$ cat config.mk
export PLATFORM = sky130hd
export DESIGN_NAME = uvg_root
export DESIGN_NICKNAME = d
export VERILOG_FILES = /design/src/uvg_pkg.sv /design/src/uvg_root.sv
export SDC_FILE = /design/constraint.sdc
export NUM_CORES = 1
export LEC_CHECK = 0
export CAP_MARGIN = 40
export CORE_MARGIN = 3
export CORE_UTILIZATION = 25
export CTS_BUF_LIST = sky130_fd_sc_hd__clkbuf_8
export CTS_CLUSTER_SIZE = 24
export DETAILED_ROUTE_END_ITERATION = 10
export DONT_BUFFER_PORTS = 1
export SLEW_MARGIN = 20
export SYNTH_ARGS = -nofsm -noshare
export SYNTH_HDL_FRONTEND = slang
export SYNTH_SLANG_ARGS = --single-unit
$ cat constraint.sdc
create_clock -name clk_i -period 5.8 [get_ports clk_i]
set_clock_uncertainty 0.1 [all_clocks]
set_input_delay 0.87 -clock clk_i [delete_from_list [all_inputs] [get_ports clk_i]]
set_output_delay 0.87 -clock clk_i [all_outputs]
set_load 0.02 [all_outputs]
$ cat src/uvg_pkg.sv
package uvg_pkg;

  localparam int unsigned WORD_BITS    = 16;
  localparam int unsigned CORDIC_STEPS = 32;
  localparam int unsigned CORDIC_W     = 34;
  localparam int unsigned ROOT_W       = 2 * WORD_BITS;
  localparam int unsigned PROD_W       = CORDIC_W + WORD_BITS;
  localparam int unsigned FRAC_BITS    = 30;
  // prep, cordic stages, fix-up, multiply, round
  localparam int unsigned LATENCY      = CORDIC_STEPS + 4;

  typedef logic signed [CORDIC_W-1:0] cword_t;
  typedef logic signed [PROD_W-1:0]   prod_t;

  localparam cword_t CORDIC_START = cword_t'(64'sd652032874);
  localparam cword_t QUARTER_TURN = cword_t'(64'sd1073741824);
  localparam cword_t HALF_TURN    = cword_t'(64'sd2147483648);

  // atan(2^-i) in 2^-32 turn
  localparam logic [31:0] ATAN_TURNS [CORDIC_STEPS] = '{
    32'd536870912, 32'd316933406, 32'd167458907, 32'd85004756, 32'd42667331,
    32'd21354465, 32'd10679838, 32'd5340245, 32'd2670163, 32'd1335087,
    32'd667544, 32'd333772, 32'd166886, 32'd83443, 32'd41722, 32'd20861,
    32'd10430, 32'd5215, 32'd2608, 32'd1304, 32'd652, 32'd326, 32'd163,
    32'd81, 32'd41, 32'd20, 32'd10, 32'd5, 32'd3, 32'd1, 32'd1, 32'd0
  };

  typedef struct packed {
    logic                        last;
    logic                        flip;
    logic signed [WORD_BITS-1:0] z;
  } info_t;

  typedef struct packed {
    logic  valid;
    info_t info;
  } side_t;

  function automatic logic signed [WORD_BITS-1:0] sat_word(input prod_t v);
    prod_t hi;
    prod_t lo;
    hi = $signed({{(PROD_W-WORD_BITS+1){1'b0}}, {(WORD_BITS-1){1'b1}}});
    lo = $signed({{(PROD_W-WORD_BITS+1){1'b1}}, {(WORD_BITS-1){1'b0}}});
    if (v > hi) begin
      sat_word = hi[WORD_BITS-1:0];
    end else if (v < lo) begin
      sat_word = lo[WORD_BITS-1:0];
    end else begin
      sat_word = v[WORD_BITS-1:0];
    end
  endfunction

endpackage

$ cat src/uvg_root.sv
module uvg_root (
  input  logic                         clk_i,
  input  logic [uvg_pkg::ROOT_W-1:0]   v_i,
  output logic [uvg_pkg::WORD_BITS-1:0] root_o,
  output logic [uvg_pkg::WORD_BITS:0]   rem_o
);
  import uvg_pkg::*;

  // one result bit per stage, then pass-through to match the cordic depth
  logic [ROOT_W-1:0] res_s [CORDIC_STEPS+1];
  logic [ROOT_W-1:0] rem_s [CORDIC_STEPS+1];

  assign res_s[0] = '0;
  assign rem_s[0] = v_i;

  for (genvar k = 0; k < CORDIC_STEPS; k++) begin : g_step
    logic [ROOT_W-1:0] res_d, rem_d, res_q, rem_q;

    if (k < WORD_BITS) begin : g_digit
      localparam logic [ROOT_W-1:0] Bit = ROOT_W'(1) << (2 * (WORD_BITS - 1 - k));
      logic [ROOT_W-1:0] trial;
      always_comb begin
        trial = res_s[k] + Bit;
        if (rem_s[k] >= trial) begin
          rem_d = rem_s[k] - trial;
          res_d = (res_s[k] >> 1) + Bit;
        end else begin
          rem_d = rem_s[k];
          res_d = res_s[k] >> 1;
        end
      end
    end else begin : g_pass
      assign res_d = res_s[k];
      assign rem_d = rem_s[k];
    end

    always_ff @(posedge clk_i) begin
      res_q <= res_d;
      rem_q <= rem_d;
    end

    assign res_s[k+1] = res_q;
    assign rem_s[k+1] = rem_q;
  end

  assign root_o = res_s[CORDIC_STEPS][WORD_BITS-1:0];
  assign rem_o  = rem_s[CORDIC_STEPS][WORD_BITS:0];

endmodule

-- Word-level counts from Yosys, hierarchy flattened
Cells that the tools add are included.
- add/subtract/negate cells: 46
- multipliers: 0
- divide/modulo/power cells: 0
- $lt $le $gt $ge: 16
- eq/ne operators: 0
- shifts and indexed selects: 0
- multiplexer cells: 32
- bitwise operators: 0
- reduce and logical (&&, ||, !) cells: 0
- operators by type and width (operator ; count):
    greater-or-equal comparator 32 bit ; 15
    2-to-1 mux 32 bit ; 15
    2-to-1 mux 31 bit ; 15
    subtractor 32 bit ; 14
    adder 31 x 1 -> 32 bit, second input constant ; 1
    adder 31 x 11 -> 32 bit, second input constant ; 1
    adder 31 x 13 -> 32 bit, second input constant ; 1
    adder 31 x 15 -> 32 bit, second input constant ; 1
    adder 31 x 17 -> 32 bit, second input constant ; 1
    adder 31 x 19 -> 32 bit, second input constant ; 1
    adder 31 x 21 -> 32 bit, second input constant ; 1
    adder 31 x 23 -> 32 bit, second input constant ; 1
    adder 31 x 25 -> 32 bit, second input constant ; 1
    adder 31 x 27 -> 32 bit, second input constant ; 1
    adder 31 x 29 -> 32 bit, second input constant ; 1
    adder 31 x 3 -> 32 bit, second input constant ; 1
    adder 31 x 5 -> 32 bit, second input constant ; 1
    adder 31 x 7 -> 32 bit, second input constant ; 1
    adder 31 x 9 -> 32 bit, second input constant ; 1
    adder 32 x 1 -> 32 bit, second input constant ; 1
    adder 32 x 11 -> 32 bit, second input constant ; 1
    adder 32 x 13 -> 32 bit, second input constant ; 1
    adder 32 x 15 -> 32 bit, second input constant ; 1
    adder 32 x 17 -> 32 bit, second input constant ; 1
    15 further kinds ; 15
- register bits: 1520
- bits in latches: 0
- RAM bits: 0
- memory bits (read-only): 0
- bits of input ports: 33
- output and inout port bits: 33
- memories kept: 0

-- Depth between registers and ports, before layout
- depth in word-level cells: 3
- mapped depth: 12
- depth with buffers taken out: 9

-- Worst setup path after synthesis
Ideal clock, no wire load.
- kind: reg2reg
- start point: register g_step[14].res_q[2]
- end point: register g_step[15].rem_q[10]
- library setup time: 0.121 ns
- arrival time: 2.510 ns
- required time: 5.579 ns
- path slack: 3.070 ns
- stages on the path, launching flop included: 11
- buffers on the path: 1
- clock period less this slack: 2.730 ns
- cells stage by stage: dfxtp_1 > inv_1 > ha_1 > nor2b_1 > o31a_1 > o31ai_2 > a31o_2 > nand4_2 > a21oi_2 > buf_4 > mux2_2
- longest elaborated chain between the ends: 3
- elaborated cells between the ends (all ways): 4
- RTL lines (what ; line ; source):
    start, declared ; uvg_root.sv:17 ; logic [ROOT_W-1:0] res_d, rem_d, res_q, rem_q;
    start signal, assigned ; uvg_root.sv:38 ; res_q <= res_d;
    adder 32 x 1 -> 32 bit (*) ; uvg_root.sv:23 ; trial = res_s[k] + Bit;
    greater-or-equal comparator 32 bit or subtractor 17 bit (tied branches) ; uvg_root.sv:24, uvg_root.sv:25 ;
    2-to-1 mux 17 bit (*) ; uvg_root.sv:24 ; if (rem_s[k] >= trial) begin
    named net g_step[15].rem_d[10] ; uvg_root.sv:17 ;
    end signal, assigned ; uvg_root.sv:39 ; rem_q <= rem_d;
    end, declared ; uvg_root.sv:17 ;
The timed path passes the listed nets; every way through them passes the cells marked *.
A chain may end at the register's enable or synchronous reset.

-- Worst setup path in the final report
- start point: register g_step[14].res_q[2]
- end point: register g_step[15].rem_q[6]
The elaborated chain is that of the path after synthesis.

==> flow_summary.ini <==
[clock_tree]
htree_levels = 4
cts_root_buf = clkbuf_8
clk_pin_slew_ns = 0.06
post_cts_buffers = 0
cts_resized = 0
ctsHoldBuffers = 30
numCtsBuffers = 164
cts_sinks = 1161
clockBufferDepth = 3
worstSkewPairLatency_ns = 0.82
cts_tree = done

[worst_hold_path]
hold_path_depth = 2
hp-class = in2reg
worstHoldStart = v_i[31]
min_to = g_step[0].rem_q[31]$_DFF_P_

[routing]
drt_wl_total_mm = 56.4
vias = 19673
viasPerCell = 3.96
firstDrtPassIters = 5
initialDrtViolationCount = 752
post_drt_wl_per_cell_um = 11.4
drtAntennaViolNets = 0
drc = 0

[place]
place_hpwl_mm = 39.8
gp_congestion = 0.856
placed_area_mm2 = 0.0367
numPortBuffers = 0

[grt]
grt_antenna_before_repair = 2
overflow = 0
grt_pass1_vias = 20329
grt_pass1_wl_mm = 94.5
busiest_layer = met2
met2_usage = 0.144
grt_use_met1 = 0.0823
use_met3 = 0.0242
grt_max_degree = 28
grt.total_usage = 0.0801

[logic_synthesis]
yosys.area.top_type = dfxtp_1
yosys-top-cells-area = dfxtp_1 67%, ha_1 5.5%, xnor2_1 3.0%
synth_warnings = 0
postSynthAreaPerCell_um2 = 12.0
syn_area_mm2 = 0.0345
async_reset_ff_frac = 0
synth_edf_count = 0
ys_ff_latch = 1161
synth_top_area_frac = 0.673
synthesis.nets = 3059
synth_cell_types = 78
syn_inst = 2874
ys_seq_area_frac = 0.673
ys.flop_type = dfxtp_1

[worst_setup_path]
slowest_delay_ns = 0.43
r2r_slack_ns = 2.63
path_class = reg2reg
crit_path_top_delay_cell = o31ai_2
crit_fanout = 12
required_ns = 6.40
worstReg2RegStart = g_step[14].res_q[2]$_DFF_P_
crit_path_cell_trace = inv_1, ha_1, nor2b_1, o31a_1, o31ai_2, a31o_2, nand4_2, a21oi_2, buf_6, mux2_2
arrival_ns = 3.76
startpoint_type = register
r2r_cells = 10
end_kind = register
r2r-end = g_step[15].rem_q[6]$_DFF_P_

[layout]
final_net_count = 3233
mostFrequentLayoutCells = 1,161 x dfxtp_1, 236 x inv_1, 208 x clkbuf_8
layout-drive-gt1-share = 0.105
postLayoutCellArea_mm2 = 0.0406
final_common_cell = dfxtp_1
syn2layout_area_growth_pct = 17.6

[floorplanning]
rows = 135
die_area_mm2 = 0.143
die_w_um = 378
initial_core_util = 0.253
pin_count = 66
die_h_um = 378
coreArea_mm2 = 0.136

[power_and_ir_drop]
p_per_area_mw_per_mm2 = 527
leakage_nw = 17.5
switchingPower_mw = 6.08
swShare = 0.284
intPower_mw = 15.3
power_mw = 21.4
combPwrFrac = 0.186
pwr-share-clk = 0.305
ir_worst_vdd_v = 0.000281
seqPwrFrac = 0.509

[timing]
setup_viol = 0
min_period_over_period = 0.546
worstMarginPinSlew_ns = 0.800
hold_violations = 0
max_slew_margin = 0.460
clock.fmax_mhz = 316
slew_violations = 0
period_needed_ns = 3.17
rsz0062_at_grt = false
setup_tns_ns = 0

[job]
cap_violations = 0

[status]
outcome = finished clean
-- cell families (layout without fill, tap and decap cells) --
group / after synthesis / in the layout / share of synthesized area
xor+xnor: 210 / 210 / 0.0532
simple gates: 651 / 651 / 0.101
other cells: 0 / 3 / 0
fa+ha+maj: 152 / 152 / 0.0551
buf+inv: 225 / 532 / 0.0252
compound gates: 432 / 432 / 0.0786
mux: 43 / 43 / 0.0138
flops: 1161 / 1161 / 0.673
-- per-stage QoR --
stage | setup WS [ns] | utilization | hold slack, ns | instances
5_1_grt | 2.38 | 0.298 | 0.0496 | 4965
4_1_cts | 2.64 | 0.298 | 0.00834 | 4961
2_1_floorplan | 3.07 | - | 0.210 | 2874
3_5_place_dp | 2.67 | 0.269 | 0.212 | 4632
3_3_place_gp | 2.41 | 0.269 | 0.210 | 4625
6_report | 2.63 | 0.298 | 0.126 | 4965
-- power by group through the flow --
stage | combinational (mW) | clock [mW] | sequential (mW)
after CTS | 3.98 | 6.80 | 10.9
after global placement | 3.87 | 0 | 11.0
after floorplan | 3.22 | 0 | 10.7
after global routing | 4.50 | 7.19 | 11.1
final | 3.98 | 6.52 | 10.9
after detailed placement | 3.94 | 0 | 11.1
-- critical path: cells and delay by family (launching register included) --
kind | cells | cell delay, ns
compound gates | 4 | 1.31
fa+ha+maj | 1 | 0.35
buf+inv | 2 | 0.29
flops | 1 | 0.36
mux | 1 | 0.34
simple gates | 2 | 0.29
-- layout make-up --
type | instances | area (µm²)
fill | 13770 | 95700
sequential | 1161 | 23200
multi-input combinational | 1488 | 10500
clock buffer | 208 | 2860
tap | 1781 | 2230
inverter | 189 | 709
clock inverter | 91 | 702
timing repair buffer | 44 | 410
antenna | 3 | 7.51
-- how the worst max path moves through the flow --
stage,start,end,slack [ns],depth (start not counted)
3_5_place_dp,g_step[11].res_q[10]$_DFF_P_,g_step[12].rem_q[10]$_DFF_P_,2.67,9
3_3_place_gp,g_step[11].res_q[19]$_DFF_P_,g_step[12].rem_q[11]$_DFF_P_,2.41,8
2_1_floorplan,g_step[14].res_q[2]$_DFF_P_,g_step[15].rem_q[10]$_DFF_P_,3.07,10
4_1_cts,g_step[11].res_q[10]$_DFF_P_,g_step[12].rem_q[15]$_DFF_P_,2.64,9
5_1_grt,g_step[11].res_q[10]$_DFF_P_,g_step[12].rem_q[13]$_DFF_P_,2.38,9
6_report,g_step[14].res_q[2]$_DFF_P_,g_step[15].rem_q[6]$_DFF_P_,2.63,10
-- synthesized netlist by cell type, types with 4 or more instances --
library cell,count
a21boi_0,6
xnor2_1,119
nor3b_1,5
o211ai_1,15
nor4b_1,19
nand3_1,38
mux2_2,36
ha_1,152
a31oi_1,12
nand3b_1,14
nand4b_1,15
xor2_1,91
nor3_1,61
mux2i_1,7
or3_1,20
nand2_1,122
a211o_1,5
clkbuf_1,17
o21bai_1,8
o21ai_0,121
o31a_1,5
or4_1,14
o311ai_0,5
a31o_2,5
and3_1,12
buf_2,13
nor2b_1,23
o21ai_1,5
a21oi_1,118
o31ai_1,12
nand2b_1,35
nand4_1,29
nor4_1,64
dfxtp_1,1161
nor2_1,142
and2_1,9
a211oi_1,14
inv_1,189
nor4bb_1,4
o21a_1,31
or2_2,7
a21o_1,33
-- layer usage --
layer | vias up | share of wire
li1 | 10200 | -
met1 | 8878 | 0.42
met2 | 432 | 0.50
met3 | 163 | 0.045
met4 | 0 | 0.044
met5 | - | 0
-- registers in the layout, indices dropped and copies added, names as in the netlist --
register      count
g_step.rem_q    769
g_step.res_q    392
Note: power is estimated with default switching activity, not from simulation.
