[src/uvg_pkg.sv]
package uvg_pkg;

  localparam int unsigned WORD_BITS    = 16;
  localparam int unsigned CORDIC_STEPS = 32;
  localparam int unsigned CORDIC_W     = 34;
  localparam int unsigned ROOT_W       = 2 * WORD_BITS;
  localparam int unsigned PROD_W       = CORDIC_W + WORD_BITS;
  localparam int unsigned FRAC_BITS    = 30;
  // prep, cordic stages, fix-up, multiply, round
  localparam int unsigned LATENCY      = CORDIC_STEPS + 4;

  typedef logic signed [CORDIC_W-1:0] cword_t;
  typedef logic signed [PROD_W-1:0]   prod_t;

  localparam cword_t CORDIC_START = cword_t'(64'sd652032874);
  localparam cword_t QUARTER_TURN = cword_t'(64'sd1073741824);
  localparam cword_t HALF_TURN    = cword_t'(64'sd2147483648);

  // atan(2^-i) in 2^-32 turn
  localparam logic [31:0] ATAN_TURNS [CORDIC_STEPS] = '{
    32'd536870912, 32'd316933406, 32'd167458907, 32'd85004756, 32'd42667331,
    32'd21354465, 32'd10679838, 32'd5340245, 32'd2670163, 32'd1335087,
    32'd667544, 32'd333772, 32'd166886, 32'd83443, 32'd41722, 32'd20861,
    32'd10430, 32'd5215, 32'd2608, 32'd1304, 32'd652, 32'd326, 32'd163,
    32'd81, 32'd41, 32'd20, 32'd10, 32'd5, 32'd3, 32'd1, 32'd1, 32'd0
  };

  typedef struct packed {
    logic                        last;
    logic                        flip;
    logic signed [WORD_BITS-1:0] z;
  } info_t;

  typedef struct packed {
    logic  valid;
    info_t info;
  } side_t;

  function automatic logic signed [WORD_BITS-1:0] sat_word(input prod_t v);
    prod_t hi;
    prod_t lo;
    hi = $signed({{(PROD_W-WORD_BITS+1){1'b0}}, {(WORD_BITS-1){1'b1}}});
    lo = $signed({{(PROD_W-WORD_BITS+1){1'b1}}, {(WORD_BITS-1){1'b0}}});
    if (v > hi) begin
      sat_word = hi[WORD_BITS-1:0];
    end else if (v < lo) begin
      sat_word = lo[WORD_BITS-1:0];
    end else begin
      sat_word = v[WORD_BITS-1:0];
    end
  endfunction

endpackage

[src/uvg_scale.sv]
module uvg_scale (
  input  logic                          clk_i,
  input  logic                          rst_ni,
  input  uvg_pkg::side_t                side_i,
  input  uvg_pkg::cword_t               cx_i,
  input  uvg_pkg::cword_t               cy_i,
  input  logic [uvg_pkg::WORD_BITS-1:0] root_i,
  input  logic [uvg_pkg::WORD_BITS:0]   rem_i,
  output logic                          done_o,
  output logic signed [uvg_pkg::WORD_BITS-1:0] vec_x_o,
  output logic signed [uvg_pkg::WORD_BITS-1:0] vec_y_o,
  output logic signed [uvg_pkg::WORD_BITS-1:0] vec_z_o,
  output logic                          last_vector_o
);
  import uvg_pkg::*;

  localparam logic [WORD_BITS:0]   RMax = {2'b00, {(WORD_BITS-1){1'b1}}};
  localparam prod_t                RoundHalf = prod_t'(64'sd1 <<< (FRAC_BITS - 1));

  // fix-up: quadrant flip, radius rounding and saturation
  logic [WORD_BITS:0]   r_sum;
  logic [WORD_BITS-2:0] r_a_d, r_a_q;
  cword_t               cx_a_d, cy_a_d, cx_a_q, cy_a_q;
  logic                 valid_a_q;
  info_t                info_a_q;

  always_comb begin
    r_sum = {1'b0, root_i} + (WORD_BITS+1)'(rem_i > {1'b0, root_i});
    r_a_d = (r_sum > RMax) ? RMax[WORD_BITS-2:0] : r_sum[WORD_BITS-2:0];
    cx_a_d = side_i.info.flip ? -cx_i : cx_i;
    cy_a_d = side_i.info.flip ? -cy_i : cy_i;
  end

  // multiply
  prod_t prod_x_d, prod_y_d, prod_x_q, prod_y_q;
  logic  valid_b_q;
  info_t info_b_q;

  assign prod_x_d = prod_t'($signed({1'b0, r_a_q})) * prod_t'(cx_a_q);
  assign prod_y_d = prod_t'($signed({1'b0, r_a_q})) * prod_t'(cy_a_q);

  // round to nearest, saturate
  prod_t rnd_x, rnd_y;
  logic signed [WORD_BITS-1:0] vec_x_d, vec_y_d, vec_x_q, vec_y_q, vec_z_q;
  logic done_q, last_q;

  always_comb begin
    rnd_x   = (prod_x_q + RoundHalf) >>> FRAC_BITS;
    rnd_y   = (prod_y_q + RoundHalf) >>> FRAC_BITS;
    vec_x_d = sat_word(rnd_x);
    vec_y_d = sat_word(rnd_y);
  end

  always_ff @(posedge clk_i or negedge rst_ni) begin
    if (!rst_ni) begin
      valid_a_q <= 1'b0;
      valid_b_q <= 1'b0;
      done_q    <= 1'b0;
    end else begin
      valid_a_q <= side_i.valid;
      valid_b_q <= valid_a_q;
      done_q    <= valid_b_q;
    end
  end

  always_ff @(posedge clk_i) begin
    r_a_q    <= r_a_d;
    cx_a_q   <= cx_a_d;
    cy_a_q   <= cy_a_d;
    info_a_q <= side_i.info;
    prod_x_q <= prod_x_d;
    prod_y_q <= prod_y_d;
    info_b_q <= info_a_q;
    vec_x_q  <= vec_x_d;
    vec_y_q  <= vec_y_d;
    vec_z_q  <= info_b_q.z;
    last_q   <= info_b_q.last;
  end

  assign done_o        = done_q;
  assign vec_x_o       = vec_x_q;
  assign vec_y_o       = vec_y_q;
  assign vec_z_o       = vec_z_q;
  assign last_vector_o = last_q;

endmodule

[config.mk]
export PLATFORM = sky130hd
export DESIGN_NAME = uvg_scale
export DESIGN_NICKNAME = d
export VERILOG_FILES = /design/src/uvg_pkg.sv /design/src/uvg_scale.sv
export SDC_FILE = /design/constraint.sdc
export NUM_CORES = 2
export LEC_CHECK = 0
export BUFFER_PORTS_ARGS = -buffer_cell sky130_fd_sc_hd__buf_2
export CAP_MARGIN = 30
export CORE_ASPECT_RATIO = 0.6
export CORE_MARGIN = 2
export CORE_UTILIZATION = 50
export DETAILED_ROUTE_END_ITERATION = 6
export GPL_TIMING_DRIVEN = 0
export PLACE_DENSITY = 0.65
export REMOVE_ABC_BUFFERS = 1
export SLEW_MARGIN = 5
export SYNTH_ARGS = -nofsm -noshare
export SYNTH_HDL_FRONTEND = slang
export SYNTH_SLANG_ARGS = --single-unit
[constraint.sdc]
create_clock -name clk_i -period 8.1 [get_ports clk_i]
set_input_delay 0.405 -clock clk_i [delete_from_list [all_inputs] [get_ports clk_i]]
set_output_delay 0.405 -clock clk_i [all_outputs]
set_load 0.05 [all_outputs]
# [Word-level counts from Yosys, hierarchy flattened]
# Cells that the tools add are included.
# W data, S select, Z words.
[totals] out_inout_bits=50 wordCells=33 regBits=269
[classes] mux=4 add_sub_neg=5 n_mul=2 n_lt_le_gt_ge=6
[ops] operator="$add A50 B31 Y50 const B" n=2
[ops] operator="$mul A16 B34 Y50" n=2
[ops] operator="$mux W34" n=2
[ops] operator="$neg A34 Y34" n=2
[ops] operator="$gt A20 B16 Y1 const B" n=2
[ops] operator="$lt A20 B16 Y1 const B" n=2
[ops] operator="$mux W16" n=2
[ops] operator="$add A16 B1 Y17" n=1
[ops] operator="$gt A17 B15 Y1 const B" n=1
[ops] operator="$gt A17 B16 Y1" n=1

# [Depth between registers and ports, before layout]
[depth] ltp_word=3 mapped_depth=26 depth_no_buf=24

# [Worst setup path after synthesis]
# OpenSTA, ideal clock, no wires.
[synth_path] path_kind="reg-to-reg" from="register r_a_q[7]" to="register prod_x_q[49]" slack_ps=1263 path_stages_with_launch=25 required_time_ps=7977 setup_ps=123 arrival_ps=6713 period_less_slack_ps=6837 path_cell_list="dfxtp_1 > clkbuf_1 > clkbuf_1 > clkbuf_1 > nand2_1 > fa_1 > inv_1 > fa_1 > fa_1 > fa_1 > fa_1 > inv_1 > fa_1 > inv_1 > ha_1 > a21o_1 > a21o_1 > a21oi_1 > inv_1 > a2111oi_2 > o31ai_1 > a211o_1 > a221o_1 > a221oi_2 > xnor2_1"
[synth_between] elab_chain_cells=1
[synth_rtl] item="from (decl)" line_no="uvg_scale.sv:22" source="logic [WORD_BITS-2:0] r_a_d, r_a_q;"
[synth_rtl] item="from (signal assigned)" line_no="uvg_scale.sv:67" source="r_a_q <= r_a_d;"
[synth_rtl] item="$mul A16 B34 Y50" line_no="uvg_scale.sv:39" source="assign prod_x_d = prod_t'($signed({1'b0, r_a_q})) * prod_t'(cx_a_q);"
[synth_rtl] item="net prod_x_d[49]" line_no="uvg_scale.sv:35" source="prod_t prod_x_d, prod_y_d, prod_x_q, prod_y_q;"
[synth_rtl] item="to (signal assigned)" line_no="uvg_scale.sv:71" source="prod_x_q <= prod_x_d;"
[synth_rtl] item="to (decl)" line_no="uvg_scale.sv:35"
# The timed path passes the listed nets, and every way through them passes these cells.
# A chain may end at the register's enable or synchronous reset.

# [Worst setup path after layout]
[layout_path] from="register r_a_q[10]" to="register prod_y_q[43]"
[layout_between] elab_chain_cells=1
[layout_rtl] item="$mul A16 B34 Y50" line_no="uvg_scale.sv:40" source="assign prod_y_d = prod_t'($signed({1'b0, r_a_q})) * prod_t'(cy_a_q);"
[layout_rtl] item="net prod_y_d[43]" line_no="uvg_scale.sv:35"
[layout_rtl] item="to (signal assigned)" line_no="uvg_scale.sv:72" source="prod_y_q <= prod_y_d;"
[layout_rtl] item="to (decl)" line_no="uvg_scale.sv:35"
# The timed path passes the listed nets, and every way through them passes these cells.

==> flow_summary.toml <==
[layout]
fin_nets = 5770
synthToLayoutAreaGrowth_pct = 7.65
fill_cells = 7290
drive_gt1_frac = 0.0590
fin_cells = 5523

[route]
wl_per_cell_um = 18.8
antenna_left = 0
routed_wl_mm = 104
drt_iter0_drc = 1870
dr.pass1.iters = 5
viasPerCell = 5.16
num_vias = 28500
maxUsedRoutingLayer = "met5"
met1_length_mm = 48.6
dr_wl_met3_mm = 11.1
wl_met2_mm = 42.1
drc = 0

[sta]
final.setup.worst_slack_ns = 0.334
hold_ws_ns = 0.0319
finalHoldViolations = 0
slew_headroom = 0.311
drv_slew = 0
fmax_mhz = 129
min_period_ns = 7.77
worst_clock_skew_ns = 0.0309
layout_worst_path_cycle_share = 0.959
setup_viol = 0
worstMarginPinSlew_ns = 1.03

[placement]
dp_cells = 5438
dp_hpwl_mm = 78.2
post-place-ws_ns = 0.245
gp_congestion = 0.877
io_buffers = 171

[clock_network]
cts_tree = "done"
cts.htree.levels = 1
cts_sinks = 211
clk_pin_slew_worst_paths_ns = 0.08
clockBufferDepth = 3
cts.root.buffer_cell = "clkbuf_16"
numCtsBuffers = 23
insertion_delay_ns = 0.61

[critical_path]
cp_data_required_time_ns = 8.59
r2r_start = "r_a_q[10]$_SDFF_PN1_"
startpoint = "r_a_q[10]$_SDFF_PN1_"
critical_path_peak_fanout = 41
startpoint_type = "register"
critPathCapture = "prod_y_q[43]$_DFF_P_"
cp-end-kind = "register"
crit_arrival_ns = 8.26
r2r-end = "prod_y_q[43]$_DFF_P_"
r2r_slack_ns = 0.33
crit_type = "reg2reg"
reg2reg_depth = 23

[floorplanning]
die_w_um = 372
rows = 80
initial_utilization = 0.508
dieArea_mm2 = 0.0837
io_pins = 172
fp.dieH_um = 225
core_mm2 = 0.0800

[yosys]
synthArstFlopShare = 0.0142
synth_area_per_cell_um2 = 9.29
netlist_top_cells_area = "fa_1, dfxtp_1, inv_1"
synth_cells = 4379
synth_warnings = 0
synth_cell_type_count = 54
syn_area_mm2 = 0.0407
synth_most_common_cell = "inv_1"
ys_ff_latch = 211
yosysTopAreaCell = "fa_1"
ys.flop_type = "dfxtp_1"
yosysSeqAreaShare = 0.104
yosys.area.top_type_share = 0.472
synth_edf_count = 0
synthTopCellsByCount = "inv_1, fa_1, nand2_1"

[flow_run]
cap_violations = 0

[grt]
globalRouteTotalUtil = 0.263
gr-total-overflow = 0
antenna_found_initial = 8
grt_pass1_vias = 30700
grt_pass1_wl_mm = 170
grt_max_degree = 69

[run_status]
status = "completed"

[worst_hold_path]
worstHoldPathType = "in2reg"
hp-start = "cy_i[29]"
registers in the layout, indices dropped and copies added (netlist names):
| signal | cells |
|---|---|
| prod_y_q | 21 |
| r_a_q | 15 |
| last_vector_o | 1 |
| done_o | 1 |
| vec_x_o | 16 |
| valid_a_q | 1 |
| info_b_q | 17 |
| vec_z_o | 16 |
| prod_x_q | 21 |
| info_a_q | 17 |
| cx_a_q | 34 |
| valid_b_q | 1 |
| vec_y_o | 16 |
| cy_a_q | 34 |
worst min path at each step:
stage                                    end  cells past startpoint
after floorplan             done_o$_DFF_PN0_                      0
after global placement      done_o$_DFF_PN0_                      1
after detailed placement    done_o$_DFF_PN0_                      1
after CTS                 cy_a_q[11]$_DFF_P_                      2
after global routing      cy_a_q[21]$_DFF_P_                      2
final                     cy_a_q[29]$_DFF_P_                      2
layout make-up:
cell class / count / area, um^2 / area share
repair buffers: 228 / 1660 / 0.0380
multi-input cells: 2921 / 31800 / 0.726
diodes: 2 / 5.00 / 0.000114
well taps: 1066 / 1330 / 0.0305
clock inverters: 12 / 125 / 0.00286
inverters: 1053 / 3950 / 0.0903
flip-flops and latches: 211 / 4300 / 0.0982
clock buffers: 30 / 632 / 0.0144
repair_timing:
| item | CTS | global route |
|---|---|---|
| hold endpoints to repair | 42 | 0 |
| hold buffers | 40 | 0 |
| resized for setup | 0 | 6 |
| setup buffers | 0 | 0 |
| setup endpoints to repair | 0 | 11 |
critical path, cell delays in order (launching register included):
cell	delay (ns)
dfxtp_4	0.65
buf_16	0.29
nand2_1	0.13
fa_1	0.56
inv_1	0.06
fa_1	0.55
fa_1	0.44
fa_1	0.49
fa_1	0.50
inv_1	0.05
fa_1	0.47
inv_1	0.05
ha_1	0.32
o21ai_0	0.20
a2111oi_4	0.46
clkdlybuf4s15_2	0.30
or4b_2	0.72
nand4_1	0.24
a21oi_1	0.13
o21bai_1	0.23
a21oi_1	0.16
o21ai_0	0.29
a21oi_1	0.13
xnor2_1	0.13
cell usage in the layout, fill, tap and decap left out, types with 12 or more instances in the layout:
cell              n
inv_1          1053
fa_1            958
nand2_1         663
and2_1          417
ha_1            252
dfxtp_1         189
buf_2           172
xnor2_1         117
o21ai_0          86
a21oi_1          67
xor2_1           47
a21o_1           44
nand3_1          41
dlygate4sd3_1    40
clkbuf_16        23
and3_1           21
nor2_1           21
nand4_1          18
or3_1            17
o31ai_1          15
nand2b_1         15
dfxtp_4          15
buf_16           13
o21a_1           12
cells by family (layout without fill, tap and decap cells):
family                   count (synthesis)  after routing  synth area share
buffers and inverters                 1247           1323             0.115
other                                    0              2                 0
XOR/XNOR                               164            164            0.0353
AO/OA/AOI/OAI                          283            283            0.0441
adder cells (fa/ha/maj)               1210           1210             0.549
AND/OR/NAND/NOR                       1264           1264             0.152
flip-flops                             211            211             0.104
metal layers:
layer  up-vias  global-route usage
met5         -              0.0379
met4        12              0.0442
met3       116              0.0782
met2      1093               0.372
met1     14400               0.399
li1      12900                   -
metrics by stage:
stage                      util  setup TNS (ns)  instance area (um^2)
after floorplan               -               0                 39900
after global placement    0.527          -57.91                 42100
after detailed placement  0.532               0                 42600
after CTS                 0.547               0                 43700
after global routing      0.547         -0.0575                 43800
final                     0.547               0                 43800
Power is not shown: default switching activity piles up to over one toggle a cycle in this logic, so the estimate is an artifact.
